$ cat src/rtl/bpq_pkg.sv
// Shared types and constants for the bounded priority queue.
package bpq_pkg;

  localparam int unsigned COUNT_WIDTH = 5;
  localparam logic [COUNT_WIDTH-1:0] MAX_ENTRIES_RESET = 5'd10;

  typedef enum logic [1:0] {
    REQ_PUSH   = 2'd0,
    REQ_POP    = 2'd1,
    REQ_REPORT = 2'd2
  } req_type_t;

  typedef enum logic [1:0] {
    STATUS_OK    = 2'd0,
    STATUS_FULL  = 2'd1,
    STATUS_EMPTY = 2'd2
  } status_t;

  typedef struct packed {
    logic push;
    logic pop;
  } cell_op_t;

endpackage

$ cat src/rtl/bpq_if.sv
// Channel interfaces of the bounded priority queue: requests, results, configuration.
interface bpq_req_if #(
  parameter int unsigned VALUE_WIDTH    = 32,
  parameter int unsigned PRIORITY_WIDTH = 16
);
  logic                             valid;
  logic                             ready;
  logic [1:0]                       req_type;
  logic signed [VALUE_WIDTH-1:0]    value;
  logic signed [PRIORITY_WIDTH-1:0] priority_req;

  modport source (output valid, req_type, value, priority_req, input ready);
  modport sink (input valid, req_type, value, priority_req, output ready);
endinterface

interface bpq_res_if #(
  parameter int unsigned VALUE_WIDTH    = 32,
  parameter int unsigned PRIORITY_WIDTH = 16
);
  logic                                valid;
  logic                                ready;
  logic [1:0]                          status;
  logic signed [VALUE_WIDTH-1:0]       result_value;
  logic signed [VALUE_WIDTH-1:0]       first_value;
  logic signed [VALUE_WIDTH-1:0]       last_value;
  logic signed [PRIORITY_WIDTH-1:0]    min_priority;
  logic [bpq_pkg::COUNT_WIDTH-1:0]     entry_count;

  modport source (output valid, status, result_value, first_value, last_value,
                  min_priority, entry_count, input ready);
  modport sink (input valid, status, result_value, first_value, last_value,
                min_priority, entry_count, output ready);
endinterface

interface bpq_cfg_if;
  logic                            valid;
  logic                            ready;
  logic [bpq_pkg::COUNT_WIDTH-1:0] max_entries;

  modport source (output valid, max_entries, input ready);
  modport sink (input valid, max_entries, output ready);
endinterface

$ cat src/rtl/bpq_cell.sv
// Sorted queue cell: holds an entry; on insert shifts back or loads, on pop drops if last.
module bpq_cell #(
  parameter int unsigned VALUE_WIDTH    = 32,
  parameter int unsigned PRIORITY_WIDTH = 16
) (
  input  logic                             clk,
  input  logic                             rst,
  input  bpq_pkg::cell_op_t                op,
  input  logic [VALUE_WIDTH-1:0]           new_value,
  input  logic signed [PRIORITY_WIDTH-1:0] new_priority,
  input  logic                             prev_valid,
  input  logic                             prev_stays,
  input  logic [VALUE_WIDTH-1:0]           prev_value,
  input  logic signed [PRIORITY_WIDTH-1:0] prev_priority,
  input  logic                             next_valid,
  output logic                             valid,
  output logic                             stays,
  output logic                             is_last,
  output logic [VALUE_WIDTH-1:0]           value,
  output logic signed [PRIORITY_WIDTH-1:0] priority_held
);

  logic                             valid_next;
  logic [VALUE_WIDTH-1:0]           value_next;
  logic signed [PRIORITY_WIDTH-1:0] priority_next;

  assign stays   = valid && (priority_held >= new_priority);
  assign is_last = valid && !next_valid;

  always_comb begin
    valid_next    = valid;
    value_next    = value;
    priority_next = priority_held;
    if (op.push && !stays) begin
      if (prev_stays) begin
        valid_next    = 1'b1;
        value_next    = new_value;
        priority_next = new_priority;
      end else begin
        valid_next    = prev_valid;
        value_next    = prev_value;
        priority_next = prev_priority;
      end
    end else if (op.pop) begin
      valid_next = valid && next_valid;
    end
  end

  always_ff @(posedge clk) begin
    if (rst) begin
      valid <= 1'b0;
    end else begin
      valid <= valid_next;
    end
    value         <= value_next;
    priority_held <= priority_next;
  end

endmodule

$ cat src/rtl/bounded_priority_queue_unit.sv
// Top level of the bounded priority queue built from a row of sorted cells.
// A request is accepted only while no result beat is pending. At the edge that accepts it,
// every cell of the row compares the pushed priority at once and shifts or loads its entry, or
// the last cell drops its entry on a pop. At the next edge the front and last entries, the
// minimum priority and the count are registered, and the result beat is offered from then on.
// The input opens again only after that beat has been taken, so the queue cannot take a new
// request before the result of the last one has been taken. Configuration writes are taken
// in any cycle and set the entry limit used by later pushes.
module bounded_priority_queue_unit #(
  parameter int unsigned DEPTH          = 16,
  parameter int unsigned VALUE_WIDTH    = 32,
  parameter int unsigned PRIORITY_WIDTH = 16
) (
  input  logic       clk,
  input  logic       rst,
  bpq_req_if.sink    req,
  bpq_res_if.source  res,
  bpq_cfg_if.sink    cfg
);

  localparam int unsigned CW   = $clog2(DEPTH + 1);
  localparam int unsigned CMPW = (CW > bpq_pkg::COUNT_WIDTH) ? CW : bpq_pkg::COUNT_WIDTH;

  logic [bpq_pkg::COUNT_WIDTH-1:0] max_entries;
  logic [CW-1:0]                   held_count;
  logic                            busy;
  bpq_pkg::status_t                pend_status;
  logic [VALUE_WIDTH-1:0]          pend_result;
  logic                            accept;
  logic                            full;
  logic                            do_push;
  logic                            do_pop;
  bpq_pkg::cell_op_t               op;
  bpq_pkg::status_t                status_next;
  logic [VALUE_WIDTH-1:0]          result_next;
  logic [VALUE_WIDTH-1:0]          last_value;
  logic [PRIORITY_WIDTH-1:0]       last_priority;

  logic                             cell_valid    [DEPTH];
  logic                             cell_stays    [DEPTH];
  logic                             cell_last     [DEPTH];
  logic [VALUE_WIDTH-1:0]           cell_value    [DEPTH];
  logic signed [PRIORITY_WIDTH-1:0] cell_priority [DEPTH];

  assign accept    = req.valid && req.ready;
  assign req.ready = !busy && !res.valid;
  assign cfg.ready = 1'b1;

  assign full = (CMPW'(held_count) >= CMPW'(max_entries)) || cell_valid[DEPTH-1];

  always_comb begin
    do_push     = 1'b0;
    do_pop      = 1'b0;
    status_next = bpq_pkg::STATUS_OK;
    result_next = '0;
    unique case (req.req_type)
      bpq_pkg::REQ_PUSH: begin
        if (full) begin
          status_next = bpq_pkg::STATUS_FULL;
        end else begin
          do_push     = 1'b1;
          result_next = req.value;
        end
      end
      bpq_pkg::REQ_POP: begin
        if (!cell_valid[0]) begin
          status_next = bpq_pkg::STATUS_EMPTY;
        end else begin
          do_pop = 1'b1;
          for (int i = 0; i < DEPTH; i++) begin
            if (cell_last[i]) begin
              result_next = cell_value[i];
            end
          end
        end
      end
      default: begin
        status_next = bpq_pkg::STATUS_OK;
      end
    endcase
    op.push = accept && do_push;
    op.pop  = accept && do_pop;
  end

  for (genvar g = 0; g < DEPTH; g++) begin : g_cell
    logic                             p_valid;
    logic                             p_stays;
    logic [VALUE_WIDTH-1:0]           p_value;
    logic signed [PRIORITY_WIDTH-1:0] p_priority;
    logic                             n_valid;

    if (g == 0) begin : g_head
      assign p_valid    = 1'b0;
      assign p_stays    = 1'b1;
      assign p_value    = '0;
      assign p_priority = '0;
    end else begin : g_body
      assign p_valid    = cell_valid[g-1];
      assign p_stays    = cell_stays[g-1];
      assign p_value    = cell_value[g-1];
      assign p_priority = cell_priority[g-1];
    end

    if (g == DEPTH - 1) begin : g_tail
      assign n_valid = 1'b0;
    end else begin : g_mid
      assign n_valid = cell_valid[g+1];
    end

    bpq_cell #(
      .VALUE_WIDTH    (VALUE_WIDTH),
      .PRIORITY_WIDTH (PRIORITY_WIDTH)
    ) u_cell (
      .clk           (clk),
      .rst           (rst),
      .op            (op),
      .new_value     (req.value),
      .new_priority  (req.priority_req),
      .prev_valid    (p_valid),
      .prev_stays    (p_stays),
      .prev_value    (p_value),
      .prev_priority (p_priority),
      .next_valid    (n_valid),
      .valid         (cell_valid[g]),
      .stays         (cell_stays[g]),
      .is_last       (cell_last[g]),
      .value         (cell_value[g]),
      .priority_held (cell_priority[g])
    );
  end

  always_comb begin
    last_value    = '0;
    last_priority = '0;
    for (int i = 0; i < DEPTH; i++) begin
      if (cell_last[i]) begin
        last_value    = last_value | cell_value[i];
        last_priority = last_priority | cell_priority[i];
      end
    end
  end

  always_ff @(posedge clk) begin
    if (rst) begin
      max_entries <= bpq_pkg::MAX_ENTRIES_RESET;
      held_count  <= '0;
      busy        <= 1'b0;
      res.valid   <= 1'b0;
    end else begin
      if (cfg.valid) begin
        max_entries <= cfg.max_entries;
      end
      if (op.push) begin
        held_count <= held_count + CW'(1);
      end else if (op.pop) begin
        held_count <= held_count - CW'(1);
      end
      if (accept) begin
        busy <= 1'b1;
      end else if (busy) begin
        busy <= 1'b0;
      end
      if (busy) begin
        res.valid <= 1'b1;
      end else if (res.ready) begin
        res.valid <= 1'b0;
      end
    end
  end

  always_ff @(posedge clk) begin
    if (accept) begin
      pend_status <= status_next;
      pend_result <= result_next;
    end
    if (busy) begin
      res.status       <= pend_status;
      res.result_value <= pend_result;
      res.first_value  <= cell_valid[0] ? cell_value[0] : '0;
      res.last_value   <= last_value;
      res.min_priority <= last_priority;
      res.entry_count  <= bpq_pkg::COUNT_WIDTH'(held_count);
    end
  end

endmodule
$ cat src/flat_wrapper.sv
// flat-port wrapper written by rule: the top's interface ports become plain ports
module bounded_priority_queue_unit_flat 
#(
  parameter int unsigned DEPTH          = 16,
  parameter int unsigned VALUE_WIDTH    = 32,
  parameter int unsigned PRIORITY_WIDTH = 16
)
  (clk, rst, req_valid, req_req_type, req_value, req_priority_req, req_ready, res_valid, res_status, res_result_value, res_first_value, res_last_value, res_min_priority, res_entry_count, res_ready, cfg_valid, cfg_max_entries, cfg_ready);
  bpq_req_if #(.VALUE_WIDTH(VALUE_WIDTH), .PRIORITY_WIDTH(PRIORITY_WIDTH)) req_i ();
  bpq_res_if #(.VALUE_WIDTH(VALUE_WIDTH), .PRIORITY_WIDTH(PRIORITY_WIDTH)) res_i ();
  bpq_cfg_if cfg_i ();
  input  logic clk;
  input  logic rst;
  input wire logic [$bits(req_i.valid)-1:0] req_valid;
  input wire logic [$bits(req_i.req_type)-1:0] req_req_type;
  input wire logic [$bits(req_i.value)-1:0] req_value;
  input wire logic [$bits(req_i.priority_req)-1:0] req_priority_req;
  output wire logic [$bits(req_i.ready)-1:0] req_ready;
  output wire logic [$bits(res_i.valid)-1:0] res_valid;
  output wire logic [$bits(res_i.status)-1:0] res_status;
  output wire logic [$bits(res_i.result_value)-1:0] res_result_value;
  output wire logic [$bits(res_i.first_value)-1:0] res_first_value;
  output wire logic [$bits(res_i.last_value)-1:0] res_last_value;
  output wire logic [$bits(res_i.min_priority)-1:0] res_min_priority;
  output wire logic [$bits(res_i.entry_count)-1:0] res_entry_count;
  input wire logic [$bits(res_i.ready)-1:0] res_ready;
  input wire logic [$bits(cfg_i.valid)-1:0] cfg_valid;
  input wire logic [$bits(cfg_i.max_entries)-1:0] cfg_max_entries;
  output wire logic [$bits(cfg_i.ready)-1:0] cfg_ready;
  assign req_i.valid = req_valid;
  assign req_i.req_type = req_req_type;
  assign req_i.value = req_value;
  assign req_i.priority_req = req_priority_req;
  assign req_ready = req_i.ready;
  assign res_valid = res_i.valid;
  assign res_status = res_i.status;
  assign res_result_value = res_i.result_value;
  assign res_first_value = res_i.first_value;
  assign res_last_value = res_i.last_value;
  assign res_min_priority = res_i.min_priority;
  assign res_entry_count = res_i.entry_count;
  assign res_i.ready = res_ready;
  assign cfg_i.valid = cfg_valid;
  assign cfg_i.max_entries = cfg_max_entries;
  assign cfg_ready = cfg_i.ready;
  bounded_priority_queue_unit #(.DEPTH(DEPTH), .VALUE_WIDTH(VALUE_WIDTH), .PRIORITY_WIDTH(PRIORITY_WIDTH)) u_core (.clk(clk), .rst(rst), .req(req_i), .res(res_i), .cfg(cfg_i));
endmodule
$ cat config.mk
export PLATFORM = sky130hd
export DESIGN_NAME = bounded_priority_queue_unit_flat
export DESIGN_NICKNAME = d
export VERILOG_FILES = /design/src/rtl/bpq_pkg.sv /design/src/rtl/bpq_if.sv /design/src/rtl/bpq_cell.sv /design/src/rtl/bounded_priority_queue_unit.sv /design/src/flat_wrapper.sv
export SDC_FILE = /design/constraint.sdc
export NUM_CORES = 2
export LEC_CHECK = 0
export ABC_AREA = 1
export CAP_MARGIN = 20
export CORE_MARGIN = 1.5
export CORE_UTILIZATION = 35
export CTS_CLUSTER_DIAMETER = 40
export DETAILED_ROUTE_END_ITERATION = 7
export DONT_BUFFER_PORTS = 1
export PLACE_DENSITY = 0.54
export SLEW_MARGIN = 30
export SYNTH_ARGS = -nofsm -noshare
export SYNTH_HDL_FRONTEND = slang
export SYNTH_SLANG_ARGS = --single-unit
$ cat constraint.sdc
create_clock -name clk -period 20.1 [get_ports clk]
set_input_delay 3.015 -clock clk [delete_from_list [all_inputs] [get_ports clk]]
set_output_delay 3.015 -clock clk [all_outputs]
set_load 0.05 [all_outputs]
==> impl_results.md <==
* Setup crit start kind: input pin
* Max-Slew Margin vs Limit at 0.300
* Syn_area_per_cell at between 8 and 9 um^2
* Post-synth top cells: nand2_1, edfxtp_1, o21ai_0
* Cells after Synth at 5909
* Top cells by area, synth: edfxtp_1, nand2_1, o21ai_0
* Count leader, synth: nand2_1
* Sequential Power Share at 0.420
* Post-DP HPWL at 128000 um
* Final wirelength at 205000 um
* Clk root buf: clkbuf_16
* P per Cell Area at 95.7 nW/um^2
* Total gr overflow at 0
* First-pass GRT wire length at between 200000 and 300000 um
* Clock transition at the registers of the reported paths at 0.06 ns
* Die area at 153000 um^2
* Nets at 6110
* Worst-path fanout max at 31
* P_int at around 4 mW
* Fmax achieved at 155 MHz
* Sequential area share after synthesis at 0.536
* Die Ht at 391 um
* Vias in the first global route at between 40000 and 50000
* Leakage at 25.3 nW
* P&R area growth vs syn at 13.3%
* Setup Viol. Count Final at 0
* CTS HTree Levels at 4
* Top_reg_cell synth: edfxtp_1
* Share of the synthesized area in the top cell type at 0.526
* Status: finished, final reports clean
* Vias at between 40000 and 50000
* # clock sinks at 949
* Core Area at 150000 um^2
* Power share of the combinational group at 0.122
* Routed Antenna Nets at 0
* RSZ-0062 raised after global routing: false
* Post_cts resized at 0
* DRT Pass-1 Iters at 6
* Share of synthesized registers carrying an async set or reset at 0
* Fin crit period at between 6 and 7 ns
* Fillers at 14900
* Sw Ratio at 0.280
* Die X at between 300 and 400 um
* Switching pwr at 1.60 mW
* Slew @ Worst Pin at 1.05 ns
* Initial Util at 0.352
* Synth cell types at 51
* Post-synth EDFFs at 921
* Largest net degree at the start of global routing at 97
* CP endpoint kind: flip-flop
* CP Class: in2reg
* Wirelength per Cell at 25.8 um
* Number of synthesized register bits at approximately 950
* Tcrit/Tclk final at 0.322
* Yosys Warn Count at 0
* Cts bufs inserted at 142
* Clock Power Share at 0.459
* Post-CTS setup buffers at 0
* Initial DRC count at roughly 6000
* Top Ports at between 150 and 200
* Clock Latency Late Sink at 0.79 ns
* Longest Clk Path Bufs at 3
* Vias per inst at 5.57
* Initial antenna violation count at 8
* Hold WC Path Type: reg2reg
* Max VDD drop at 0.0778 mV
* Port bufs at 0
* CP Data Arrival Time at 6.85 ns
* Final setup TNS at 0 ns
* Final Max Tran Viols at 0
* # hold bufs at CTS at 0
* Area occupied by multi-input gates at about 20000 um^2
* Fraction of layout cells with a size suffix above 1 at 0.0705
* Maxcap violations at 0
* CTS tree: built
* Required time worst endpoint at 20.49 ns
* Final Wtd Congestion at 0.940
* DRC violations left at 0
* Register area at about 28000 um^2
* Total power at around 5.7 mW
* Mapped Area at 52600 um^2
* Synth area leader: edfxtp_1
* Row count at roughly 140
* Final count of hold timing violations at 0
* Syn_nets at between 6000 and 7000
* Total Routing Usage GR at 0.263
* Clk_skew at 0.0396 ns
-- through the flow --
step | hold slack [ns] | utilization | area [um^2] | worst slack (ns) | std cells
global placement | 0.401 | 0.364 | 54500 | 12.91 | 7667
detailed placement | 0.405 | 0.365 | 54600 | 12.91 | 7672
finish | 0.414 | 0.398 | 59600 | 13.64 | 7938
global route | 0.421 | 0.398 | 59600 | 13.55 | 7931
CTS | 0.415 | 0.398 | 59600 | 13.71 | 7930
floorplan | 0.400 | - | 52600 | 12.39 | 5909
-- final timing paths --
path / from / cells past startpoint / slack, ns / endpoint
max: req_priority_req[15] / 13 / 13.64 / u_core.g_cell[5].u_cell.value[12]
min: u_core.pend_result[15] / 0 / 0.41 / u_core.res.result_value[15]
max reg2reg: u_core.res.valid / 8 / 15.16 / u_core.g_cell[5].u_cell.value[12]
min reg2reg: u_core.pend_result[15] / 0 / 0.41 / u_core.res.result_value[15]
-- worst max-delay path, cell delays in order --
cell	delay (ns)
inv_1	0.03
buf_4	0.37
ha_1	0.46
nand2_1	0.13
inv_1	0.07
nand3_1	0.08
nor2_1	0.53
nand2_1	0.13
nand2_1	0.10
xor2_1	0.15
nand2_1	0.16
a21oi_4	0.77
buf_4	0.78
-- layout make-up --
class,count,area share
sequential,949,0.474
multi-input combinational,3933,0.345
clock buffer,169,0.0652
inverter,684,0.0432
tap,2016,0.0423
clock inverter,89,0.0174
timing repair buffer,91,0.0128
antenna,7,0.000294
-- layout by cell type (no fill, tap or decap), types with 9 or more instances in the layout --
cell type,n
nand2_1,1781
edfxtp_1,921
o21ai_0,822
inv_1,650
ha_1,248
nand3_1,188
a21oi_1,163
clkbuf_16,153
o21ai_1,126
o22ai_1,94
nor2_1,92
buf_4,83
a22o_1,70
nor3_1,65
a221oi_1,44
nand4_1,44
inv_2,28
clkinv_1,26
dfxtp_1,22
bufinv_16,20
nor4_1,19
clkinv_2,17
clkbuf_1,16
nand2_4,15
or2_2,14
o21a_1,14
a21oi_4,14
o21bai_1,13
o211ai_1,12
or2_1,12
inv_6,12
nor2_4,11
a211oi_1,11
xor2_1,11
clkinvlp_4,9
-- flip-flops by register name, summed over array words and instances (netlist names) --
| name | count |
|---|---|
| u_core.max_entries | 5 |
| u_core.g_cell.u_cell.priority_held | 256 |
| u_core.pend_result | 32 |
| u_core.res.entry_count | 5 |
| u_core.res.status | 2 |
| u_core.res.result_value | 32 |
| u_core.g_cell.u_cell.value | 512 |
| u_core.pend_status | 2 |
| u_core.res.first_value | 32 |
| u_core.g_cell.u_cell.valid | 16 |
| u_core.res.valid | 1 |
| u_core.busy | 1 |
| u_core.held_count | 5 |
| u_core.res.min_priority | 16 |
| u_core.res.last_value | 32 |
-- metal layers --
layer / vias up / GRT usage / share of wire / wire length, um
li1: 20000 / - / - / -
met2: 2563 / 0.396 / 0.43 / 88200
met4: 8 / 0.103 / 0.038 / 7750
met1: 21300 / 0.363 / 0.41 / 84200
met5: - / 0 / 0.00021 / 43
met3: 379 / 0.0629 / 0.12 / 24300
-- power groups by stage --
stage	Sequential (mW)	Clock (mW)	Combinational (mW)
after detailed placement	2.43	0	0.678
after CTS	2.39	2.64	0.681
final	2.39	2.62	0.694
after floorplan	2.41	0	0.425
after global routing	2.40	2.71	0.759
after global placement	2.43	0	0.667
-- cells by family after synthesis --
group                    synth area share
XOR/XNOR                          0.00233
AND/OR/NAND/NOR                     0.172
flip-flops                          0.536
AO/OA/AOI/OAI                       0.150
other                           0.0000713
buffers and inverters              0.0794
adder cells (fa/ha/maj)            0.0594
No activity file was read; power rests on OpenSTA's default activity.
